File: config.mk
export PLATFORM = sky130hd
export DESIGN_NAME = waveform_column_average_decimator
export DESIGN_NICKNAME = d
export VERILOG_FILES = /design/src/wcad_pkg.sv /design/src/wcad_smul.sv /design/src/wcad_sdiv.sv /design/src/waveform_column_average_decimator.sv
export SDC_FILE = /design/constraint.sdc
export NUM_CORES = 1
export LEC_CHECK = 0
export BUFFER_PORTS_ARGS = -buffer_cell sky130_fd_sc_hd__buf_4
export CAP_MARGIN = 5
export CORE_AREA = 2 2 227 229
export DETAILED_ROUTE_END_ITERATION = 10
export DIE_AREA = 0 0 229 231
export PLACE_DENSITY = 0.66
export RECOVER_POWER = 50
export SETUP_SLACK_MARGIN = 0.1
export SLEW_MARGIN = 20
export SYNTH_ARGS = -nofsm -noshare
export SYNTH_HDL_FRONTEND = slang
export SYNTH_SLANG_ARGS = --single-unit
File: constraint.sdc
create_clock -name clk_i -period 7.03 [get_ports clk_i]
set_clock_uncertainty 0.05 [all_clocks]
set_input_delay 0.3515 -clock clk_i [delete_from_list [all_inputs] [get_ports clk_i]]
set_output_delay 0.3515 -clock clk_i [all_outputs]
set_load 0.01 [all_outputs]
File: src/wcad_pkg.sv
// ============================================================================
// wcad_pkg: shared constants for the waveform column averaging decimator
// Field widths, register reset values, register indexes and default sizes.
// ============================================================================
package wcad_pkg;

  localparam int unsigned MAX_WINDOW_DEF = 1024;
  localparam int unsigned ROW_BITS_DEF   = 12;

  localparam int unsigned SAMPLE_W = 16;
  localparam int unsigned LEN_W    = 11;
  localparam int unsigned COLS_W   = 11;
  localparam int unsigned GAIN_W   = 10;
  localparam int unsigned CENTER_W = 12;
  localparam int unsigned COL_W    = 11;

  localparam int unsigned PROD_W     = SAMPLE_W + GAIN_W;
  localparam int unsigned Q_FRAC     = 15;
  localparam int unsigned ROUND_HALF = 16384;

  localparam int unsigned ADDR_W = 4;
  localparam int unsigned DATA_W = 32;

  localparam logic [LEN_W-1:0]    LEN_RST    = 11'd400;
  localparam logic [COLS_W-1:0]   COLS_RST   = 11'd17;
  localparam logic [GAIN_W-1:0]   GAIN_RST   = 10'd100;
  localparam logic [CENTER_W-1:0] CENTER_RST = 12'd503;

  typedef logic [1:0] reg_idx_t;

  localparam reg_idx_t REG_WINDOW_LEN = 2'd0;
  localparam reg_idx_t REG_COLUMNS    = 2'd1;
  localparam reg_idx_t REG_GAIN       = 2'd2;
  localparam reg_idx_t REG_CENTER     = 2'd3;

endpackage

File: src/wcad_smul.sv
// ============================================================================
// wcad_smul: bit-serial shift-and-add multiplier
// Consumes one multiplier bit per cycle until all B_W bits are used.
// ============================================================================
module wcad_smul #(
  parameter int unsigned A_W = 16,
  parameter int unsigned B_W = 10
) (
  input  logic               clk_i,
  input  logic               rst_ni,
  input  logic               start_i,
  input  logic [A_W-1:0]     a_i,
  input  logic [B_W-1:0]     b_i,
  output logic               busy_o,
  output logic [A_W+B_W-1:0] prod_o
);

  localparam int unsigned P_W   = A_W + B_W;
  localparam int unsigned CNT_W = $clog2(B_W + 1);

  logic [P_W-1:0]   a_q, a_d;
  logic [B_W-1:0]   b_q, b_d;
  logic [P_W-1:0]   prod_q, prod_d;
  logic [CNT_W-1:0] cnt_q, cnt_d;
  logic             busy_q, busy_d;

  always_comb begin
    a_d    = a_q;
    b_d    = b_q;
    prod_d = prod_q;
    cnt_d  = cnt_q;
    busy_d = busy_q;
    if (start_i) begin
      a_d    = P_W'(a_i);
      b_d    = b_i;
      prod_d = '0;
      cnt_d  = CNT_W'(B_W);
      busy_d = 1'b1;
    end else if (busy_q) begin
      if (b_q[0]) begin
        prod_d = prod_q + a_q;
      end
      a_d   = {a_q[P_W-2:0], 1'b0};
      b_d   = b_q >> 1;
      cnt_d = cnt_q - 1'b1;
      if (cnt_q == CNT_W'(1)) begin
        busy_d = 1'b0;
      end
    end
  end

  always_ff @(posedge clk_i or negedge rst_ni) begin
    if (!rst_ni) begin
      busy_q <= 1'b0;
      cnt_q  <= '0;
    end else begin
      busy_q <= busy_d;
      cnt_q  <= cnt_d;
    end
  end

  always_ff @(posedge clk_i) begin
    a_q    <= a_d;
    b_q    <= b_d;
    prod_q <= prod_d;
  end

  assign busy_o = busy_q;
  assign prod_o = prod_q;

endmodule

File: src/wcad_sdiv.sv
// ============================================================================
// wcad_sdiv: bit-serial restoring divider
// Shifts in one numerator bit per cycle until all N_W bits are used.
// ============================================================================
module wcad_sdiv #(
  parameter int unsigned N_W = 23,
  parameter int unsigned D_W = 12
) (
  input  logic           clk_i,
  input  logic           rst_ni,
  input  logic           start_i,
  input  logic [N_W-1:0] num_i,
  input  logic [D_W-1:0] den_i,
  output logic           busy_o,
  output logic [N_W-1:0] quo_o
);

  localparam int unsigned CNT_W = $clog2(N_W + 1);

  logic [N_W-1:0]   num_q, num_d;
  logic [D_W-1:0]   rem_q, rem_d;
  logic [D_W-1:0]   den_q, den_d;
  logic [CNT_W-1:0] cnt_q, cnt_d;
  logic             busy_q, busy_d;
  logic [D_W:0]     trial;
  logic [D_W:0]     diff;
  logic             fits;

  always_comb begin
    trial  = {rem_q, num_q[N_W-1]};
    diff   = trial - {1'b0, den_q};
    fits   = trial >= {1'b0, den_q};
    num_d  = num_q;
    rem_d  = rem_q;
    den_d  = den_q;
    cnt_d  = cnt_q;
    busy_d = busy_q;
    if (start_i) begin
      num_d  = num_i;
      rem_d  = '0;
      den_d  = den_i;
      cnt_d  = CNT_W'(N_W);
      busy_d = 1'b1;
    end else if (busy_q) begin
      rem_d = fits ? diff[D_W-1:0] : trial[D_W-1:0];
      num_d = {num_q[N_W-2:0], fits};
      cnt_d = cnt_q - 1'b1;
      if (cnt_q == CNT_W'(1)) begin
        busy_d = 1'b0;
      end
    end
  end

  always_ff @(posedge clk_i or negedge rst_ni) begin
    if (!rst_ni) begin
      busy_q <= 1'b0;
      cnt_q  <= '0;
    end else begin
      busy_q <= busy_d;
      cnt_q  <= cnt_d;
    end
  end

  always_ff @(posedge clk_i) begin
    num_q <= num_d;
    rem_q <= rem_d;
    den_q <= den_d;
  end

  assign busy_o = busy_q;
  assign quo_o  = num_q;

endmodule

File: src/waveform_column_average_decimator.sv
// ============================================================================
// waveform_column_average_decimator: audio samples to averaged screen points
// Maps each sample to a screen row and a column of its window, averages the
// rows that share a column and emits one point per finished column.
// ============================================================================
// Samples are taken one at a time. Each sample runs through the row and
// column multipliers, then the shared serial divider, which computes the
// column and every mean in turn. A sample that starts a new column within the
// window first emits the point of the finished column, and the last sample of
// a window always emits one. A point waits for the output register to drain
// before it is delivered, and a finished point waits in the output register
// while the next sample is taken.
module waveform_column_average_decimator #(
  parameter int unsigned MAX_WINDOW = wcad_pkg::MAX_WINDOW_DEF,
  parameter int unsigned ROW_BITS   = wcad_pkg::ROW_BITS_DEF,
  localparam int unsigned OUT_W     = ((wcad_pkg::COL_W + ROW_BITS + 7) / 8) * 8
) (
  input  logic                          clk_i,
  input  logic                          rst_ni,
  input  logic                          s_axis_tvalid,
  output logic                          s_axis_tready,
  input  logic [wcad_pkg::SAMPLE_W-1:0] s_axis_tdata,   // sample
  output logic                          m_axis_tvalid,
  input  logic                          m_axis_tready,
  output logic [OUT_W-1:0]              m_axis_tdata,   // column, mean_row, zero fill
  output logic                          m_axis_tlast,   // window_end
  input  logic                          psel,
  input  logic                          penable,
  input  logic                          pwrite,
  input  logic [wcad_pkg::ADDR_W-1:0]   paddr,
  input  logic [wcad_pkg::DATA_W-1:0]   pwdata,
  output logic [wcad_pkg::DATA_W-1:0]   prdata,
  output logic                          pready
);

  import wcad_pkg::*;

  localparam int unsigned IDX_W  = $clog2(MAX_WINDOW);
  localparam int unsigned WL_W   = IDX_W + 1;
  localparam int unsigned DW     = IDX_W + 2;
  localparam int unsigned SUM_W  = ROW_BITS + IDX_W;
  localparam int unsigned NW     = IDX_W + ((ROW_BITS + 1 > COLS_W + 1) ? ROW_BITS + 1
                                                                        : COLS_W + 1);
  localparam int unsigned CMP_W  = (LEN_W > WL_W) ? LEN_W : WL_W;
  localparam int unsigned ROWC_W = (ROW_BITS + 2 > CENTER_W + 2) ? ROW_BITS + 2
                                                                 : CENTER_W + 2;
  localparam int unsigned CMUL_W = IDX_W + COLS_W;
  localparam int unsigned RMAG_W = PROD_W + 1 - Q_FRAC;

  localparam logic [ROWC_W-1:0] ROW_TOP = ROWC_W'((1 << ROW_BITS) - 1);

  localparam logic [2:0] ST_IDLE   = 3'd0;
  localparam logic [2:0] ST_MUL    = 3'd1;
  localparam logic [2:0] ST_DIVC   = 3'd2;
  localparam logic [2:0] ST_DIVM   = 3'd3;
  localparam logic [2:0] ST_ADD    = 3'd4;
  localparam logic [2:0] ST_MSTART = 3'd5;

  // Configuration registers.
  logic [LEN_W-1:0]    len_q;
  logic [COLS_W-1:0]   cols_q;
  logic [GAIN_W-1:0]   gain_q;
  logic [CENTER_W-1:0] center_q;
  logic                cfg_wr;

  assign pready = 1'b1;
  assign cfg_wr = psel & penable & pwrite;

  always_ff @(posedge clk_i or negedge rst_ni) begin
    if (!rst_ni) begin
      len_q    <= LEN_RST;
      cols_q   <= COLS_RST;
      gain_q   <= GAIN_RST;
      center_q <= CENTER_RST;
    end else if (cfg_wr) begin
      case (paddr[3:2])
        REG_WINDOW_LEN: len_q    <= pwdata[LEN_W-1:0];
        REG_COLUMNS:    cols_q   <= pwdata[COLS_W-1:0];
        REG_GAIN:       gain_q   <= pwdata[GAIN_W-1:0];
        REG_CENTER:     center_q <= pwdata[CENTER_W-1:0];
        default: ;
      endcase
    end
  end

  always_comb begin
    case (paddr[3:2])
      REG_WINDOW_LEN: prdata = DATA_W'(len_q);
      REG_COLUMNS:    prdata = DATA_W'(cols_q);
      REG_GAIN:       prdata = DATA_W'(gain_q);
      REG_CENTER:     prdata = DATA_W'(center_q);
      default:        prdata = '0;
    endcase
  end

  // Sequencer and group state.
  logic [2:0]          state_q, state_d;
  logic [IDX_W-1:0]    idx_q, idx_d;
  logic [COL_W-1:0]    cur_q, cur_d;
  logic [SUM_W-1:0]    sum_q, sum_d;
  logic [WL_W-1:0]     cnt_q, cnt_d;
  logic                emit_end_q, emit_end_d;
  logic                m_valid_q, m_valid_d;

  logic                neg_q, neg_d;
  logic                last_q, last_d;
  logic [WL_W-1:0]     wl_q, wl_d;
  logic [ROW_BITS-1:0] row_q, row_d;
  logic [COL_W-1:0]    col_q, col_d;
  logic [COL_W-1:0]    m_col_q, m_col_d;
  logic [ROW_BITS-1:0] m_mean_q, m_mean_d;
  logic                m_last_q, m_last_d;

  logic                  s_acc;
  logic [CMP_W-1:0]      len_x;
  logic [WL_W-1:0]       wl_eff;
  logic [WL_W-1:0]       wl_m1;
  logic                  last_now;
  logic [IDX_W-1:0]      idx_now;
  logic                  s_neg;
  logic [SAMPLE_W-1:0]   s_mag;
  logic                  row_busy;
  logic                  col_busy;
  logic [PROD_W-1:0]     row_prod;
  logic [CMUL_W-1:0]     col_prod;
  logic [PROD_W:0]       rnd;
  logic [RMAG_W-1:0]     r_mag;
  logic [ROWC_W-1:0]     row_s;
  logic [ROW_BITS-1:0]   row_sat;
  logic                  div_start;
  logic                  div_busy;
  logic [NW-1:0]         div_num;
  logic [DW-1:0]         div_den;
  logic [NW-1:0]         div_quo;
  logic [COL_W-1:0]      col_new;
  logic                  deliver;

  assign s_axis_tready = (state_q == ST_IDLE);
  assign s_acc         = s_axis_tvalid & s_axis_tready;

  always_comb begin
    len_x = CMP_W'(len_q);
    if (len_q == '0) begin
      wl_eff = WL_W'(1);
    end else if (len_x > CMP_W'(MAX_WINDOW)) begin
      wl_eff = WL_W'(MAX_WINDOW);
    end else begin
      wl_eff = len_x[WL_W-1:0];
    end
    wl_m1    = wl_eff - 1'b1;
    last_now = WL_W'(idx_q) >= wl_m1;
    idx_now  = last_now ? wl_m1[IDX_W-1:0] : idx_q;
    s_neg    = s_axis_tdata[SAMPLE_W-1];
    s_mag    = s_neg ? (~s_axis_tdata + 1'b1) : s_axis_tdata;
  end

  wcad_smul #(
    .A_W (SAMPLE_W),
    .B_W (GAIN_W)
  ) u_mul_row (
    .clk_i   (clk_i),
    .rst_ni  (rst_ni),
    .start_i (s_acc),
    .a_i     (s_mag),
    .b_i     (gain_q),
    .busy_o  (row_busy),
    .prod_o  (row_prod)
  );

  wcad_smul #(
    .A_W (IDX_W),
    .B_W (COLS_W)
  ) u_mul_col (
    .clk_i   (clk_i),
    .rst_ni  (rst_ni),
    .start_i (s_acc),
    .a_i     (idx_now),
    .b_i     (cols_q),
    .busy_o  (col_busy),
    .prod_o  (col_prod)
  );

  // Row: round half away from zero, offset by the centre line, saturate.
  always_comb begin
    rnd   = (PROD_W + 1)'(row_prod) + (PROD_W + 1)'(ROUND_HALF);
    r_mag = rnd[PROD_W:Q_FRAC];
    if (neg_q) begin
      row_s = ROWC_W'(center_q) - ROWC_W'(r_mag);
    end else begin
      row_s = ROWC_W'(center_q) + ROWC_W'(r_mag);
    end
    if (row_s[ROWC_W-1]) begin
      row_sat = '0;
    end else if (row_s > ROW_TOP) begin
      row_sat = '1;
    end else begin
      row_sat = row_s[ROW_BITS-1:0];
    end
  end

  assign div_num = (state_q == ST_MUL) ? (NW'({col_prod, 1'b0}) + NW'(wl_q))
                                       : (NW'({sum_q, 1'b0}) + NW'(cnt_q));
  assign div_den = (state_q == ST_MUL) ? {wl_q, 1'b0} : {cnt_q, 1'b0};

  wcad_sdiv #(
    .N_W (NW),
    .D_W (DW)
  ) u_div (
    .clk_i   (clk_i),
    .rst_ni  (rst_ni),
    .start_i (div_start),
    .num_i   (div_num),
    .den_i   (div_den),
    .busy_o  (div_busy),
    .quo_o   (div_quo)
  );

  assign col_new = div_quo[COL_W-1:0];

  always_comb begin
    state_d    = state_q;
    idx_d      = idx_q;
    cur_d      = cur_q;
    sum_d      = sum_q;
    cnt_d      = cnt_q;
    emit_end_d = emit_end_q;
    neg_d      = neg_q;
    last_d     = last_q;
    wl_d       = wl_q;
    row_d      = row_q;
    col_d      = col_q;
    div_start  = 1'b0;
    deliver    = 1'b0;
    case (state_q)
      ST_IDLE: begin
        if (s_acc) begin
          neg_d   = s_neg;
          last_d  = last_now;
          wl_d    = wl_eff;
          state_d = ST_MUL;
        end
      end
      ST_MUL: begin
        if (!row_busy && !col_busy) begin
          row_d     = row_sat;
          div_start = 1'b1;
          state_d   = ST_DIVC;
        end
      end
      ST_DIVC: begin
        if (!div_busy) begin
          col_d = col_new;
          if ((cnt_q != '0) && (col_new != cur_q)) begin
            div_start  = 1'b1;
            emit_end_d = 1'b0;
            state_d    = ST_DIVM;
          end else begin
            state_d = ST_ADD;
          end
        end
      end
      ST_DIVM: begin
        if (!div_busy && (!m_valid_q || m_axis_tready)) begin
          deliver = 1'b1;
          sum_d   = '0;
          cnt_d   = '0;
          if (emit_end_q) begin
            cur_d   = '0;
            idx_d   = '0;
            state_d = ST_IDLE;
          end else begin
            state_d = ST_ADD;
          end
        end
      end
      ST_ADD: begin
        if (cnt_q == '0) begin
          cur_d = col_q;
        end
        sum_d = sum_q + SUM_W'(row_q);
        cnt_d = cnt_q + 1'b1;
        if (last_q) begin
          state_d = ST_MSTART;
        end else begin
          idx_d   = idx_q + 1'b1;
          state_d = ST_IDLE;
        end
      end
      ST_MSTART: begin
        div_start  = 1'b1;
        emit_end_d = 1'b1;
        state_d    = ST_DIVM;
      end
      default: begin
        state_d = ST_IDLE;
      end
    endcase
  end

  always_comb begin
    m_valid_d = m_valid_q;
    m_col_d   = m_col_q;
    m_mean_d  = m_mean_q;
    m_last_d  = m_last_q;
    if (deliver) begin
      m_valid_d = 1'b1;
      m_col_d   = cur_q;
      m_mean_d  = div_quo[ROW_BITS-1:0];
      m_last_d  = emit_end_q;
    end else if (m_axis_tready) begin
      m_valid_d = 1'b0;
    end
  end

  always_ff @(posedge clk_i or negedge rst_ni) begin
    if (!rst_ni) begin
      state_q    <= ST_IDLE;
      idx_q      <= '0;
      cur_q      <= '0;
      sum_q      <= '0;
      cnt_q      <= '0;
      emit_end_q <= 1'b0;
      m_valid_q  <= 1'b0;
    end else begin
      state_q    <= state_d;
      idx_q      <= idx_d;
      cur_q      <= cur_d;
      sum_q      <= sum_d;
      cnt_q      <= cnt_d;
      emit_end_q <= emit_end_d;
      m_valid_q  <= m_valid_d;
    end
  end

  always_ff @(posedge clk_i) begin
    neg_q    <= neg_d;
    last_q   <= last_d;
    wl_q     <= wl_d;
    row_q    <= row_d;
    col_q    <= col_d;
    m_col_q  <= m_col_d;
    m_mean_q <= m_mean_d;
    m_last_q <= m_last_d;
  end

  assign m_axis_tvalid = m_valid_q;
  assign m_axis_tdata  = OUT_W'({m_mean_q, m_col_q});
  assign m_axis_tlast  = m_last_q;

endmodule

==> impl_metrics.csv <==
group,metric,value,unit
synth,seq_area_frac_synth,0.4419,
final_layout,areaGrowthSynthToFinish,12.65,%
timing,timing.slew.headroom,-1.435,
clocking,cts_root_buf,"clkbuf_16",
routing,drt-total-wl,47100,um
place,place.gp.congestion,0.8878,
timing,worstMarginPinSlew,3653,ps
synth,synth_top_family_by_area,"simple AND/OR/NAND/NOR gates",
worst_setup_path,critPathCaptureType,"flop",
clocking,clk_latency,570,ps
worst_setup_path,worstPathCellList,"nor4_1 > nand2b_1 > nor4_1 > nor2b_1 > o21ai_0 > ha_1 > or3b_2 > xor2_1 > ha_1 > o21a_1 > o21ai_0 > a21oi_1 > o21a_1 > o21ai_0 > a21oi_1 > buf_4 > mux2i_1 > mux2_2",
floorplanning,num_rows,83,
global_route,grt_use_met1,0.2260,
timing,min_period_over_period,0.6544,
final_layout,antenna_cells,0,
floorplanning,die-area,52900,um2
synth,synth.cells.most_frequent,"nand2_1 (272), o21ai_0 (153), nor2_1 (150), a21oi_1 (149), edfxtp_1 (141)",
clocking,h-tree-depth,2,
final_layout,multi_input_comb_area,10430,um2
synth,synth-edff-count,141,
synth,synth_mux_area_frac,0.05940,
min_path,holdCritPathClass,"primary input to flop",
global_route,grtUsageTotal,0.1779,
synth,synth.most_common_cell,"nand2_1",
floorplanning,core,50680,um2
floorplanning,fp.dieW,229,um
worst_setup_path,crit_slowest_cell,"dfstp_1",
routing,drtAntennaViolNets,0,
run_status,status,"finished, violations left",
synth,synth_top_area_frac,0.2118,
run,maxCapViolations,3,
global_route,antenna_found_initial,0,
synth,ys.flop_type,"edfxtp_1",
worst_setup_path,slowest_delay,640,ps
timing,finalMaxSlewViolations,184,
timing,rsz0062_at_grt,"no",
worst_setup_path,cp.required,7310,ps
pwr,vdd.ir_drop.worst,0.3029,mV
place,placed_cell_area,21170,um2
worst_setup_path,crit_family,"compound AO/OA/AOI/OAI gates",
routing,viasPerCell,5.299,
routing,dr.pass1.iters,5,
floorplanning,ios,119,
synth,synth-xor-area-share,0.06353,
final_layout,fillers,4860,
pwr,p_per_area,466.8,nW/um2
synth,synthAdderAreaFrac,0.09501,
place,port_buffers,74,
synth,synth_cells,2071,
final_layout,seqCellArea,8833,um2
global_route,grtUsageMet2,0.3081,
global_route,grt_pass1_vias,15040,
timing,fin_ws,2430,ps
synth,synth_compound_area_frac,0.1458,
worst_setup_path,crit_top_cell,"o21ai_0",
floorplanning,die_h,231,um
run_status,violations,"capacitance limit, slew limit",
clocking,clkTransAtPathRegs,60,ps
timing,finalCriticalPeriod,4600,ps
final_layout,fin_nets,2349,
synth,synthDistinctLibCells,79,
global_route,top_usage_layer,"met2",
routing,drc,0,
timing,max_freq,217.4,MHz
worst_setup_path,worstPathArrival,4880,ps
routing,drtIter0Drc,1009,
floorplanning,start_util,0.3945,
synth,syn_area_per_cell,9.653,um2
global_route,globalRouteOverflowTotal,0,
clocking,cts_resized,0,
global_route,grt_pass1_wl,77220,um
clocking,cts_inserted_buffers,41,
routing,wire_per_inst,16.49,um
synth,ys_ff_latch,340,
synth,synthesis.area,19990,um2
synth,synthArstFlopShare,0.3500,
synth,synth_area_leaders,"edfxtp_1 (21%), dfrtp_1 (13%), ha_1 (8.7%)",
final_layout,fin_area,22520,um2
worst_setup_path,cp_num_buf_inv,1,
timing,tns,0,ps
synth,synthSimpleGateAreaFrac,0.1527,
pwr,p_leak,9.541,nW
final_layout,drive_gt1_frac,0.09789,
place,dp_slack,2490,ps
worst_setup_path,path_class,"flop to flop",
global_route,global_route.usage.met3,0.02582,
synth,synth_top_area_cell,"edfxtp_1",
place,dpl.hpwl,33900,um
global_route,grt_max_degree,68,
routing,vias,15130,
worst_setup_path,crit_fanout,13,
clocking,cts_tree,"yes",
timing,finalHoldViolations,0,
timing,finalSetupViolCount,0,
worst_setup_path,crit_path_start_kind,"flop",
pwr,totalPowerFinal,10.51,mW
synth,yosysWarningCount,0,
clocking,cts_num_sinks,340,
clocking,clock_path_buffers,3,
[final timing paths]
path                                           from                   to  slack, ps  depth (start not counted)
worst max-delay path                       len_q[4]     u_mul_col.a_q[8]       2430                         18
worst min-delay path                  m_axis_tready        m_axis_tvalid         50                          3
worst max register to register             len_q[4]     u_mul_col.a_q[8]       2430                         18
worst min register to register  u_mul_row.prod_o[9]  u_mul_row.prod_o[9]        410                          2
max in group asynchronous                    rst_ni   u_mul_col.cnt_q[2]       2480                          3
min in group asynchronous                    rst_ni             cur_q[1]       1550                          2
[metal layers]
layer	wire length, um	up-vias
met5	0	-
met4	1390	0
met3	1787	84
met2	22660	311
met1	21250	7273
li1	-	7465
[report_power, final]
part           switching [mW]  total (mW)  internal [mW]  leakage, nW
clock network           0.903        2.15           1.25        0.668
logic                    2.69        4.72           2.03         5.37
registers               0.667        3.64           2.97         3.51
total                    4.26        10.5           6.25         9.54
[final cells by class]
class | instances | share of cell area
clock buffer | 46 | 0.04867
clock inverter | 30 | 0.01272
inverter | 103 | 0.01722
multi-input combinational | 1553 | 0.4630
sequential | 340 | 0.3923
tap | 680 | 0.03778
timing repair buffer | 104 | 0.02834
[state kept, by name, indices dropped and copies added (netlist names), 11 cells and up]
| signal | flops |
|---|---|
| center_q | 12 |
| u_mul_col.prod_o | 21 |
| u_mul_col.b_q | 11 |
| m_col_q | 11 |
| u_div.rem_q | 12 |
| u_div.den_q | 11 |
| cur_q | 11 |
| sum_q | 22 |
| row_q | 12 |
| len_q | 11 |
| u_mul_row.a_q | 26 |
| u_mul_col.a_q | 21 |
| col_q | 11 |
| cols_q | 11 |
| wl_q | 11 |
| u_div.quo_o | 23 |
| u_mul_row.prod_o | 26 |
| cnt_q | 11 |
| m_mean_q | 12 |
[layout by cell type, fill, tap and decap left out, types with 9 or more instances in the layout]
cell             n
buf_4           44
nor2b_1         32
conb_1          22
xnor2_1         94
xor2_1          51
dfrtp_1        103
o211ai_1         9
o21a_1          11
a21oi_1        149
ha_1           139
edfxtp_1       141
or3_1           14
a211oi_1        15
nor3_1          28
nand3_1         57
o21ai_0        152
mux2_2          49
inv_1          100
nand4_1         11
mux2i_1         41
mux4_2          10
and2_1          16
a21o_1          35
dlygate4sd3_1   13
and3_1          17
clkbuf_16       42
nand2b_1        23
clkbuf_1        47
o31ai_1         16
nand2_1        271
nor2_1         150
dfxtp_1         80
dfstp_2         15
o21bai_1        13
[cells by family after synthesis]
family,after synthesis
xor gates and xnor gates,145
other,2
buffers and inverters,198
adders and majority gates,147
DFF,340
muxes,100
and+or+nand+nor,662
AOI/OAI and AO/OA,477
[worst min-delay path, stage by stage]
cell and delay [ps]:
buf_4 110, inv_1 60, a21o_1 110
[through the flow]
| stage | util | hold slack [ps] | cells |
|---|---|---|---|
| after floorplan | - | 5.909 | 2091 |
| after global placement | 0.4176 | 394.8 | 2767 |
| after detailed placement | 0.4176 | 402.5 | 2767 |
| after CTS | 0.4475 | 32.15 | 2856 |
| after global routing | 0.4444 | 79.52 | 2856 |
| final | 0.4444 | 53.12 | 2856 |
[what timing repair did]
| item | CTS | global route |
|---|---|---|
| hold endpoints to repair | 93 | 0 |
| buffers inserted | 0 | 0 |
| hold buffers | 13 | 0 |
Note: power is estimated with default switching activity, not from simulation.
